--- src/packet_pacing_rate_shaper_top_defines.svh ---
// ----------------------------------------------------------------------------
// Packet pacing rate shaper: assertion macros
// Shared concurrent assertion forms, clocked on aclk and disabled in reset.
// ----------------------------------------------------------------------------
`ifndef PACKET_PACING_RATE_SHAPER_TOP_DEFINES_SVH
`define PACKET_PACING_RATE_SHAPER_TOP_DEFINES_SVH

// Same-cycle implication.
`define PPR_ASSERT_IMPLIES(label, ante, cons, msg) \
    label: assert property (@(posedge aclk) disable iff (!aresetn) (ante) |-> (cons)) \
        else $error(msg);

// Next-cycle implication.
`define PPR_ASSERT_NEXT(label, ante, cons, msg) \
    label: assert property (@(posedge aclk) disable iff (!aresetn) (ante) |=> (cons)) \
        else $error(msg);

`endif

--- src/ppr_pkg.sv ---
// ----------------------------------------------------------------------------
// Packet pacing rate shaper: package
// Widths, register indexes, constants and shared types.
// ----------------------------------------------------------------------------
package ppr_pkg;

    // Field and state widths.
    localparam int TIME_BITS = 63;
    localparam int RATE_BITS = 40;
    localparam int LEN_BITS  = 16;
    localparam int NS_BITS   = 34;
    localparam int PROD_BITS = LEN_BITS + NS_BITS;
    localparam int SLOT_W    = ((PROD_BITS > TIME_BITS) ? PROD_BITS : TIME_BITS) + 1;
    localparam int DIV_CNT_BITS = $clog2(PROD_BITS + 1);

    // Port widths.
    localparam int S_DATA_BITS = 80;
    localparam int M_DATA_BITS = 64;
    localparam int CFG_IDX_BITS  = 2;
    localparam int CFG_DATA_BITS = 40;

    // Nanoseconds times bits per byte.
    localparam logic [NS_BITS-1:0]   NS_PER_BYTE = NS_BITS'(64'd8000000000);
    localparam logic [TIME_BITS-1:0] TIME_MAX    = {TIME_BITS{1'b1}};
    localparam logic [LEN_BITS-1:0]  SMALL_RESET = LEN_BITS'(256);

    // Configuration register indexes.
    localparam logic [CFG_IDX_BITS-1:0] REG_DOWNLOAD_RATE = 2'd0;
    localparam logic [CFG_IDX_BITS-1:0] REG_UPLOAD_RATE   = 2'd1;
    localparam logic [CFG_IDX_BITS-1:0] REG_SMALL_BYTES   = 2'd2;

    // Divider status seen by the sequencer.
    typedef struct packed {
        logic busy;
        logic done;
    } div_stat_t;

endpackage

--- src/ppr_div.sv ---
// ----------------------------------------------------------------------------
// Packet pacing rate shaper: bit-serial divider
// Restoring unsigned divider, one quotient bit per cycle over the product width.
// ----------------------------------------------------------------------------
module ppr_div (
    input  logic                          aclk,
    input  logic                          aresetn,
    input  logic                          start,
    input  logic [ppr_pkg::PROD_BITS-1:0] dividend,
    input  logic [ppr_pkg::RATE_BITS-1:0] divisor,
    output logic [ppr_pkg::PROD_BITS-1:0] quotient,
    output ppr_pkg::div_stat_t            stat
);
    import ppr_pkg::*;

    logic [RATE_BITS-1:0]    rem_reg;
    logic [PROD_BITS-1:0]    quo_reg;
    logic [RATE_BITS-1:0]    dsr_reg;
    logic [DIV_CNT_BITS-1:0] cnt_reg;
    logic                    busy_reg;
    logic                    done_reg;

    logic [RATE_BITS:0]      trial;
    logic                    fits;
    logic [RATE_BITS:0]      diff;

    // Trial subtraction of the divisor from the shifted remainder.
    always_comb begin
        trial = {rem_reg, quo_reg[PROD_BITS-1]};
        fits  = (trial >= {1'b0, dsr_reg});
        diff  = trial - {1'b0, dsr_reg};
    end

    // Control: counter, busy and a one-cycle done pulse.
    always_ff @(posedge aclk) begin
        if (!aresetn) begin
            busy_reg <= 1'b0;
            done_reg <= 1'b0;
            cnt_reg  <= '0;
        end else begin
            done_reg <= 1'b0;
            if (start) begin
                busy_reg <= 1'b1;
                cnt_reg  <= DIV_CNT_BITS'(PROD_BITS);
            end else if (busy_reg) begin
                cnt_reg <= cnt_reg - DIV_CNT_BITS'(1);
                if (cnt_reg == DIV_CNT_BITS'(1)) begin
                    busy_reg <= 1'b0;
                    done_reg <= 1'b1;
                end
            end
        end
    end

    // Datapath: remainder and dividend/quotient shift register.
    always_ff @(posedge aclk) begin
        if (start) begin
            rem_reg <= '0;
            quo_reg <= dividend;
            dsr_reg <= divisor;
        end else if (busy_reg) begin
            rem_reg <= fits ? diff[RATE_BITS-1:0] : trial[RATE_BITS-1:0];
            quo_reg <= {quo_reg[PROD_BITS-2:0], fits};
        end
    end

    assign quotient  = quo_reg;
    assign stat.busy = busy_reg;
    assign stat.done = done_reg;

endmodule

--- src/packet_pacing_rate_shaper_top.sv ---
// ----------------------------------------------------------------------------
// Packet pacing rate shaper: top level
// Paces packets on a virtual send clock and returns the hold time per packet.
// ----------------------------------------------------------------------------
// A paced item passes from the check through the multiply, divider start, bit-serial divide
// and schedule states to the output register; an unpaced item goes from the check straight
// to the output register. One item at a time: the next is taken only once the previous
// result has entered the output register, which waits while the output is still held.
// Reset (aresetn low, synchronous) clears the schedule, rates and output valid,
// and sets the small-packet threshold to 256 bytes.
module packet_pacing_rate_shaper_top (
    input  logic                              aclk,
    input  logic                              aresetn,
    // Input items
    input  logic                              s_tvalid,
    output logic                              s_tready,
    input  logic [ppr_pkg::S_DATA_BITS-1:0]   s_tdata,  // packet_length[15:0], now_ns[78:16]
    input  logic                              s_tuser,  // outbound
    // Result items
    output logic                              m_tvalid,
    input  logic                              m_tready,
    output logic [ppr_pkg::M_DATA_BITS-1:0]   m_tdata,  // wait_ns[62:0]
    // Configuration writes
    input  logic                              cfg_wr_en,
    input  logic [ppr_pkg::CFG_IDX_BITS-1:0]  cfg_index,
    input  logic [ppr_pkg::CFG_DATA_BITS-1:0] cfg_wr_data
);
    import ppr_pkg::*;

    `include "packet_pacing_rate_shaper_top_defines.svh"

    localparam logic [2:0] ST_IDLE   = 3'd0;
    localparam logic [2:0] ST_CHECK  = 3'd1;
    localparam logic [2:0] ST_MUL    = 3'd2;
    localparam logic [2:0] ST_DSTART = 3'd3;
    localparam logic [2:0] ST_DIV    = 3'd4;
    localparam logic [2:0] ST_SCHED  = 3'd5;
    localparam logic [2:0] ST_FIN    = 3'd6;

    logic [2:0]           state_reg, state_next;

    logic [RATE_BITS-1:0] down_rate_reg;
    logic [RATE_BITS-1:0] up_rate_reg;
    logic [LEN_BITS-1:0]  small_reg;

    logic [RATE_BITS-1:0] last_rate_reg;
    logic [TIME_BITS-1:0] next_free_reg;

    logic [LEN_BITS-1:0]  len_reg;
    logic                 outbound_reg;
    logic [TIME_BITS-1:0] now_reg;
    logic [RATE_BITS-1:0] rate_reg;
    logic [PROD_BITS-1:0] prod_reg;
    logic [TIME_BITS-1:0] slot_reg;
    logic [TIME_BITS-1:0] wait_reg;

    logic                 m_valid_reg;
    logic [TIME_BITS-1:0] m_wait_reg;

    logic [RATE_BITS-1:0] rate_sel;
    logic                 unpaced;
    logic                 arrived_late;
    logic [TIME_BITS-1:0] add_base;
    logic [TIME_BITS:0]   add_sum;
    logic [TIME_BITS-1:0] add_sat;
    logic [SLOT_W-1:0]    quo_wide;
    logic [TIME_BITS-1:0] slot_clamped;
    logic                 in_accept;
    logic                 out_free;

    logic                 div_start;
    logic [PROD_BITS-1:0] div_quotient;
    div_stat_t            div_stat;

    assign in_accept = s_tvalid && s_tready;
    assign out_free  = !m_valid_reg || m_tready;
    assign div_start = (state_reg == ST_DSTART);

    // Shared divider for the send slot.
    ppr_div u_div (
        .aclk     (aclk),
        .aresetn  (aresetn),
        .start    (div_start),
        .dividend (prod_reg),
        .divisor  (rate_reg),
        .quotient (div_quotient),
        .stat     (div_stat)
    );

    // Rate selection and the unpaced test.
    always_comb begin
        rate_sel = outbound_reg ? up_rate_reg : down_rate_reg;
        unpaced  = (rate_sel == '0) || (len_reg <= small_reg);
    end

    // Slot clamp to the time range.
    always_comb begin
        quo_wide     = SLOT_W'(div_quotient);
        slot_clamped = (quo_wide > SLOT_W'(TIME_MAX)) ? TIME_MAX
                                                      : quo_wide[TIME_BITS-1:0];
    end

    // Saturating add of the slot onto now or onto the free time.
    always_comb begin
        arrived_late = (now_reg >= next_free_reg);
        add_base     = arrived_late ? now_reg : next_free_reg;
        add_sum      = {1'b0, add_base} + {1'b0, slot_reg};
        add_sat      = add_sum[TIME_BITS] ? TIME_MAX : add_sum[TIME_BITS-1:0];
    end

    // Sequencer.
    always_comb begin
        state_next = state_reg;
        unique case (state_reg)
            ST_IDLE:   if (in_accept) state_next = ST_CHECK;
            ST_CHECK:  state_next = unpaced ? ST_FIN : ST_MUL;
            ST_MUL:    state_next = ST_DSTART;
            ST_DSTART: state_next = ST_DIV;
            ST_DIV:    if (div_stat.done) state_next = ST_SCHED;
            ST_SCHED:  state_next = ST_FIN;
            ST_FIN:    if (out_free) state_next = ST_IDLE;
            default:   state_next = ST_IDLE;
        endcase
    end

    always_ff @(posedge aclk) begin
        if (!aresetn) begin
            state_reg <= ST_IDLE;
        end else begin
            state_reg <= state_next;
        end
    end

    // Configuration registers.
    always_ff @(posedge aclk) begin
        if (!aresetn) begin
            down_rate_reg <= '0;
            up_rate_reg   <= '0;
            small_reg     <= SMALL_RESET;
        end else if (cfg_wr_en) begin
            unique case (cfg_index)
                REG_DOWNLOAD_RATE: down_rate_reg <= cfg_wr_data[RATE_BITS-1:0];
                REG_UPLOAD_RATE:   up_rate_reg   <= cfg_wr_data[RATE_BITS-1:0];
                REG_SMALL_BYTES:   small_reg     <= cfg_wr_data[LEN_BITS-1:0];
                default: ;
            endcase
        end
    end

    // Pacing state: last rate and the virtual free time.
    always_ff @(posedge aclk) begin
        if (!aresetn) begin
            last_rate_reg <= '0;
            next_free_reg <= '0;
        end else if (state_reg == ST_CHECK && !unpaced && rate_sel != last_rate_reg) begin
            last_rate_reg <= rate_sel;
            next_free_reg <= now_reg;
        end else if (state_reg == ST_SCHED) begin
            next_free_reg <= add_sat;
        end
    end

    // Item datapath registers.
    always_ff @(posedge aclk) begin
        if (in_accept) begin
            len_reg      <= s_tdata[LEN_BITS-1:0];
            now_reg      <= s_tdata[LEN_BITS +: TIME_BITS];
            outbound_reg <= s_tuser;
        end
        if (state_reg == ST_CHECK) begin
            rate_reg <= rate_sel;
            wait_reg <= '0;
        end
        if (state_reg == ST_MUL) begin
            prod_reg <= PROD_BITS'(len_reg) * PROD_BITS'(NS_PER_BYTE);
        end
        if (state_reg == ST_DIV && div_stat.done) begin
            slot_reg <= slot_clamped;
        end
        if (state_reg == ST_SCHED) begin
            wait_reg <= arrived_late ? '0 : (next_free_reg - now_reg);
        end
    end

    // Output register.
    always_ff @(posedge aclk) begin
        if (!aresetn) begin
            m_valid_reg <= 1'b0;
        end else if (state_reg == ST_FIN && out_free) begin
            m_valid_reg <= 1'b1;
        end else if (m_tready) begin
            m_valid_reg <= 1'b0;
        end
    end

    always_ff @(posedge aclk) begin
        if (state_reg == ST_FIN && out_free) begin
            m_wait_reg <= wait_reg;
        end
    end

    assign s_tready = (state_reg == ST_IDLE);
    assign m_tvalid = m_valid_reg;
    assign m_tdata  = M_DATA_BITS'(m_wait_reg);

    // Checks on the sequencer and the divider hand-off.
    `PPR_ASSERT_NEXT(a_accept_drops_ready, s_tvalid && s_tready, !s_tready, "ready after accept")
    `PPR_ASSERT_IMPLIES(a_start_not_busy, div_start, !div_stat.busy, "divider restarted while busy")
    `PPR_ASSERT_IMPLIES(a_done_in_div, div_stat.done, state_reg == ST_DIV, "stray divider done")
    `PPR_ASSERT_IMPLIES(a_out_from_fin, $rose(m_tvalid), $past(state_reg) == ST_FIN, "stray result")

endmodule

--- config.mk ---
export PLATFORM = sky130hd
export DESIGN_NAME = packet_pacing_rate_shaper_top
export DESIGN_NICKNAME = d
export VERILOG_FILES = /design/src/ppr_pkg.sv /design/src/ppr_div.sv /design/src/packet_pacing_rate_shaper_top.sv
export VERILOG_INCLUDE_DIRS = /design/src /design/src/src
export SDC_FILE = /design/constraint.sdc
export NUM_CORES = 2
export LEC_CHECK = 0
export BUFFER_PORTS_ARGS = -buffer_cell sky130_fd_sc_hd__buf_4
export CAP_MARGIN = 25
export CORE_AREA = 2 2 320 322
export DETAILED_ROUTE_END_ITERATION = 12
export DIE_AREA = 0 0 322 324
export MAX_ROUTING_LAYER = met4
export PLACE_DENSITY = 0.65
export SLEW_MARGIN = 10
export SYNTH_ARGS = -nofsm -noshare
export SYNTH_HDL_FRONTEND = slang
export SYNTH_SLANG_ARGS = --single-unit
--- constraint.sdc ---
create_clock -name aclk -period 8.33 [get_ports aclk]
set_input_delay 0.4165 -clock aclk [delete_from_list [all_inputs] [get_ports aclk]]
set_output_delay 0.4165 -clock aclk [all_outputs]
set_load 0.03 [all_outputs]
Yosys cells after proc, flatten, opt, wreduce, memory -nomap -nowiden
Index checks and enable logic that the tools add are counted.
{"block": "totals", "ff_bits": 674, "inputBits": 128, "out_inout_bits": 66, "elab_cells": 92}
{"block": "classes", "addsub": 4, "multipliers": 1, "order_cmp": 3, "eq_ne": 13, "n_mux": 24, "bitwise_logic": 2, "reduce_logical": 22}
{"cell": "2-to-1 mux 63 bit", "count": 7}
{"cell": "2-to-1 mux 40 bit", "count": 2}
{"cell": "adder 63 x 50 -> 64 bit", "count": 1}
{"cell": ">= comparator 63 bit", "count": 1}
{"cell": "subtractor 63 bit", "count": 1}
{"cell": "2-to-1 mux 50 bit", "count": 1}
{"cell": "2-to-1 mux 49 bit", "count": 1}
{"cell": ">= comparator 41 x 40 -> 1 bit", "count": 1}
{"cell": "zero test 40 bit", "count": 1}
{"cell": "!= test 40 bit", "count": 1}
{"cell": "subtractor 40 bit", "count": 1}
{"cell": "multiplier 16 x 21 -> 37 bit (second input constant)", "count": 1}
{"cell": "case mux 3 bit (7 select lines)", "count": 1}
{"cell": "less-or-equal comparator 16 bit", "count": 1}
{"cell": "2-to-1 mux 3 bit", "count": 4}
{"cell": "2-to-1 mux 6 bit", "count": 2}
{"cell": "equality test 3 bit (second input constant)", "count": 3}
{"cell": "nonzero test 2 bit", "count": 4}
{"cell": "equality test 3 x 2 -> 1 bit (second input constant)", "count": 2}
{"cell": "equality test 6 x 1 -> 1 bit (second input constant)", "count": 1}
{"cell": "2-to-1 mux 1 bit", "count": 6}
{"cell": "AND reduction 2 bit", "count": 3}
{"cell": "subtractor 6 x 1 -> 6 bit (second input constant)", "count": 1}
{"cell": "logical AND 1 bit", "count": 5}
{"cell": "other kinds (13)", "count": 17}

Logic depth before layout (Yosys ltp)
{"block": "logic_depth", "word_depth": 7, "ltp_mapped": 30, "ltp_nobuf": 26}

Cells and area by module
A second synthesis with hierarchy kept.
{"block": "unflattened", "hier_cells": 4077, "area_unflattened_um2": 41234.5}
{"mod": "packet_pacing_rate_shaper_top", "n_inst": 1, "cells_per_inst": 3301, "area_per_inst_um2": 33394.5, "seq_area_each_um2": 14063.5}
{"mod": "ppr_div", "n_inst": 1, "cells_per_inst": 776, "area_per_inst_um2": 7840.0, "seq_area_each_um2": 3663.5}

Least setup slack after synthesis
OpenSTA, ideal clock, no wires.
{"block": "synth_timing", "path_type": "reg-to-reg", "startpoint": "reg len_reg[7]", "endpoint": "reg prod_reg[47] (data pin)", "setup_ps": 258, "arrival_time_ps": 6101, "required_time_ps": 8072, "path_slack_ps": 1972, "path_stages_with_launch": 24, "path_buffers": 0, "synth_period_minus_slack_ps": 6358, "cell_sequence": "edfxtp_1 -> fa_1 -> inv_1 -> fa_1 -> inv_1 -> fa_1 -> fa_1 -> inv_1 -> fa_1 -> fa_1 -> inv_1 -> ha_1 -> nand3_1 -> nor2_1 -> and3_1 -> a32oi_1 -> nand4_1 -> a31o_2 -> a21o_1 -> a2111oi_0 -> nor3_1 -> a21o_1 -> a21oi_1 -> xnor2_1"}
{"block": "synth_between", "elab_chain_len": 1}
{"element": "from (decl)", "line": "packet_pacing_rate_shaper_top.sv:49", "source": "logic [LEN_BITS-1:0] len_reg;"}
{"element": "from (signal assigned)", "line": "packet_pacing_rate_shaper_top.sv:166", "source": "len_reg <= s_tdata[LEN_BITS-1:0];"}
{"element": "multiplier 16 x 21 -> 37 bit", "line": "packet_pacing_rate_shaper_top.sv:175", "source": "prod_reg <= PROD_BITS'(len_reg) * PROD_BITS'(NS_PER_BYTE);"}
{"element": "to (signal assigned)", "line": "packet_pacing_rate_shaper_top.sv:175"}
{"element": "to (decl)", "line": "packet_pacing_rate_shaper_top.sv:53", "source": "logic [PROD_BITS-1:0] prod_reg;"}
No other way between the ends.
A chain may end at the register's enable or synchronous reset.

Worst setup path after layout
{"block": "layout_timing", "startpoint": "reg now_reg[62]", "endpoint": "reg next_free_reg[52]"}
{"block": "layout_between", "elab_chain_len": 6}
{"element": "from (decl)", "line": "packet_pacing_rate_shaper_top.sv:51", "source": "logic [TIME_BITS-1:0] now_reg;"}
{"element": "from (signal assigned)", "line": "packet_pacing_rate_shaper_top.sv:167", "source": "now_reg <= s_tdata[LEN_BITS +: TIME_BITS];"}
{"element": ">= comparator 63 bit", "line": "packet_pacing_rate_shaper_top.sv:105", "source": "arrived_late = (now_reg >= next_free_reg);"}
{"element": "2-to-1 mux 63 bit (*)", "line": "packet_pacing_rate_shaper_top.sv:106", "source": "add_base = arrived_late ? now_reg : next_free_reg;"}
{"element": "adder 63 x 50 -> 64 bit (*)", "line": "packet_pacing_rate_shaper_top.sv:107", "source": "add_sum = {1'b0, add_base} + {1'b0, slot_reg};"}
{"element": "2-to-1 mux 63 bit (*)", "line": "packet_pacing_rate_shaper_top.sv:108", "source": "add_sat = add_sum[TIME_BITS] ? TIME_MAX : add_sum[TIME_BITS-1:0];"}
{"element": "2-to-1 mux 63 bit (*)", "line": "packet_pacing_rate_shaper_top.sv:158", "source": "end else if (state_reg == ST_SCHED) begin"}
{"element": "2-to-1 mux 63 bit (*)", "line": "packet_pacing_rate_shaper_top.sv:155", "source": "end else if (state_reg == ST_CHECK && !unpaced && rate_sel != last_rate_reg) begin"}
{"element": "to (signal assigned)", "line": "packet_pacing_rate_shaper_top.sv:157", "source": "next_free_reg <= now_reg;"}
{"element": "to (signal assigned)", "line": "packet_pacing_rate_shaper_top.sv:159", "source": "next_free_reg <= add_sat;"}
{"element": "to (decl)", "line": "packet_pacing_rate_shaper_top.sv:47", "source": "logic [TIME_BITS-1:0] next_free_reg;"}
Mark *: on every way between the ends. The rest lies on a longest branch, timed or not. The select of a mux whose other input is x is not followed.

==> flow_summary.ini <==
[run_status]
status = finished, final reports clean

[global_routing]
grt_usage = 0.1995
busiest_layer = met2
grt_use_met3 = 0.02710
met2_usage = 0.3007
antenna_found_initial = 3
use_met1 = 0.2815
gr-total-overflow = 0
grt_max_degree = 104
grt_pass1_wl_um = 160100
grt_pass1_vias = 28810

[yosys]
yosys-top-cells-area = edfxtp_1, dfxtp_1, ha_1, fa_1, a21oi_1
synth_top_cell_by_area = edfxtp_1
ys_ff_latch = 674
synth_ff_type = edfxtp_1
synthesis.area_um2 = 41110
syn_nets = 4651
synthTopCellsByCount = nand2_1, edfxtp_1, a21oi_1
synth.most_common_cell = nand2_1
netlist_instances = 4066
synthArstFlopShare = 0
avgSynthCellArea_um2 = 10.11
synth_top_cell_area_share = 0.3090
ys_seq_area_frac = 0.4313
synth_edf_count = 423
synth_cell_types = 104
yosysWarnings = 0

[timing]
hold_viol = 0
setup_tns_ns = 0
finalSetupViolCount = 0
min_period_over_period = 0.8411
clock.fmax_mhz = 142.7
drv_slew = 0
maxSlewHeadroom = 0.3420
rsz0062_at_grt = no
worst_slew_pin_slew_ns = 0.9780
fin_crit_ns = 7.007
skew_ns = 0.04445

[final_layout]
syn_to_final_growth_pct = 15.22
fill_cells = 9490
drive_gt1_frac = 0.1099
seq_area_um2 = 17730
nets = 4880
postLayoutCoreUtil = 0.4689
multi_input_area_um2 = 21390

[route]
detail_route.wirelength_um = 101100
drc = 0
drt-pass1-iter-count = 5
antenna_left = 0
viasPerCell = 5.229
dr.first_iter.drc_count = 2172
wl_per_cell_um = 17.84
num_vias = 29630

[placed_design]
gp_congestion = 0.9065
dp_hpwl_um = 74450
portBuffers = 191

[die]
die-height_um = 324
start_util = 0.4069
die_area_um2 = 104300
fp-row-count = 117
core_um2 = 101000
ios = 194
die_w_um = 322

[worst_hold_path]
holdPathEnd = up_rate_reg[21]$_SDFFE_PN0P_
hp-start = cfg_wr_data[21]
hold_depth = 3
hold_class = primary input to register

[clock_network]
cts_num_sinks = 674
cts_inserted_buffers = 76
cts_setup_buffers = 0
clockBufferDepth = 3
htreeDepth = 3
cts_tree = yes
path_clk_slew_ns = 0.06
cts_resized = 0
cts_root_buf = clkbuf_16
clk_latency_ns = 0.65

[setup_path]
timing.critical_path.arrival_ns = 7.49
start_kind = register
crit_chain = inv_1 -> ha_1 -> nand2_1 -> nor4_1 -> nand3_1 -> nor3_1 -> nand3_1 -> nand2_4 -> mux2_2 -> ha_1 -> a21o_1 -> a21oi_1 -> a31oi_2 -> a221oi_2 -> a21oi_1 -> o32ai_4 -> o21ai_2 -> a31oi_4 -> nor3_1 -> xnor2_1 -> a221oi_1 -> a221oi_1
endpoint_kind = register
critPathSlowestCell = nor4_1
critPathKind = register to register
rrSetupSlack_ns = 1.32
reg2reg_from = now_reg[62]$_DFFE_PP_
r2r_end = next_free_reg[52]$_SDFFE_PN0P_
required_ns = 8.81
critPathMaxFanout = 37
slowest_delay_ns = 0.62
r2r_cells = 22

[pwr]
cellPowerDensity_nw_per_um2 = 363.1
ir_drop_uv = 584.8
leakagePower_nw = 19.72

[job]
maxCapViolCount = 0
==> timing repair <==
action,CTS,global route
endpoints found under the hold margin,119,0
endpoints found under the setup margin,0,0
hold buffers,101,0
==> layout make-up <==
type / count / share of cell area
Inverter: 355 / 0.02819
Antenna cell: 1 / 0.00005284
Clock buffer: 96 / 0.04261
Multi-Input combinational cell: 2866 / 0.4517
Tap cell: 1309 / 0.03458
Sequential cell: 674 / 0.3743
Clock inverter: 44 / 0.01128
Timing Repair Buffer: 322 / 0.05733
==> cells in the final DEF (no fill, tap or decap), types with 17 or more instances in the layout <==
master	netlist	routed
nand2b_1	31	31
nor3_1	47	47
a21o_1	113	113
and2_1	21	20
o21ai_0	164	164
a21oi_1	384	384
clkbuf_16	0	77
xnor2_1	126	126
mux2_2	88	88
nand2_1	466	466
nor2_1	249	247
o311ai_0	23	23
a31oi_1	18	18
nor2b_1	25	24
dfxtp_1	251	251
fa_1	135	135
o21ai_1	29	28
a221oi_1	17	17
nand4_1	56	56
nor4_1	38	38
inv_1	353	351
xor2_1	105	105
dlygate4sd3_1	0	101
mux2i_1	90	90
buf_4	2	218
a211oi_1	19	19
o21a_1	21	21
nand3_1	61	60
ha_1	322	322
clkbuf_1	128	17
o21bai_1	35	35
edfxtp_1	423	423
and3_1	23	23
==> how the worst max path moves through the flow <==
stage | slack (ns) | to | start
finish | 1.32 | next_free_reg[52]$_SDFFE_PN0P_ | now_reg[62]$_DFFE_PP_
global route | 0.80 | next_free_reg[52]$_SDFFE_PN0P_ | now_reg[14]$_DFFE_PP_
CTS | 1.31 | next_free_reg[52]$_SDFFE_PN0P_ | now_reg[62]$_DFFE_PP_
detailed placement | 1.30 | next_free_reg[52]$_SDFFE_PN0P_ | now_reg[14]$_DFFE_PP_
global placement | 1.30 | prod_reg[47]$_DFFE_PP_ | len_reg[7]$_DFFE_PP_
floorplan | 1.97 | prod_reg[47]$_DFFE_PP_ | len_reg[7]$_DFFE_PP_
==> power breakdown <==
part | total, mW | internal (mW) | switching [mW] | leakage, nW
clock network | 3.40 | 1.97 | 1.44 | 1.23
registers | 4.56 | 4.33 | 0.230 | 5.98
logic | 9.24 | 4.13 | 5.11 | 12.5
total | 17.2 | 10.4 | 6.78 | 19.7
==> stage by stage <==
stage / cells / power, mW / setup slack (ns) / area [µm²] / hold slack, ns
finish: 5667 / 17.20 / 1.323 / 47360 / 0.04277
detailed placement: 5422 / 13.78 / 1.298 / 43730 / 0.4045
CTS: 5663 / 17.33 / 1.308 / 47290 / 0.001332
floorplan: 4066 / 11.93 / 1.972 / 41110 / 0.4003
global route: 5667 / 18.85 / 0.7993 / 47360 / 0.01924
global placement: 5422 / 13.73 / 1.303 / 43730 / 0.4033
==> logic make-up (layout without fill, tap and decap cells) <==
logic type | after synthesis | count (layout) | share of synthesized area
other cells | 1 | 2 | 0.00009123
buf+inv | 526 | 817 | 0.04992
mux | 179 | 179 | 0.04630
compound gates | 931 | 931 | 0.1421
flops | 674 | 674 | 0.4313
fa+ha+maj | 457 | 457 | 0.1638
simple gates | 1067 | 1067 | 0.1173
xor+xnor | 231 | 231 | 0.04922
==> critical path, delay by kind of cell (launching register included) <==
kind,cells,cell delay (ns)
simple gates,7,2.04
xor+xnor,1,0.16
compound gates,10,2.80
fa+ha+maj,2,0.87
mux,1,0.40
buf+inv,1,0.09
flops,1,0.44
==> metal layers <==
metal,routed length (µm),part of all wire,up-vias
met3,5323,0.053,133
met4,2369,0.023,0
met1,49080,0.49,13950
li1,-,-,14830
met2,44310,0.44,714
met5,0,0,-
No activity file was read; power rests on OpenSTA's default activity.
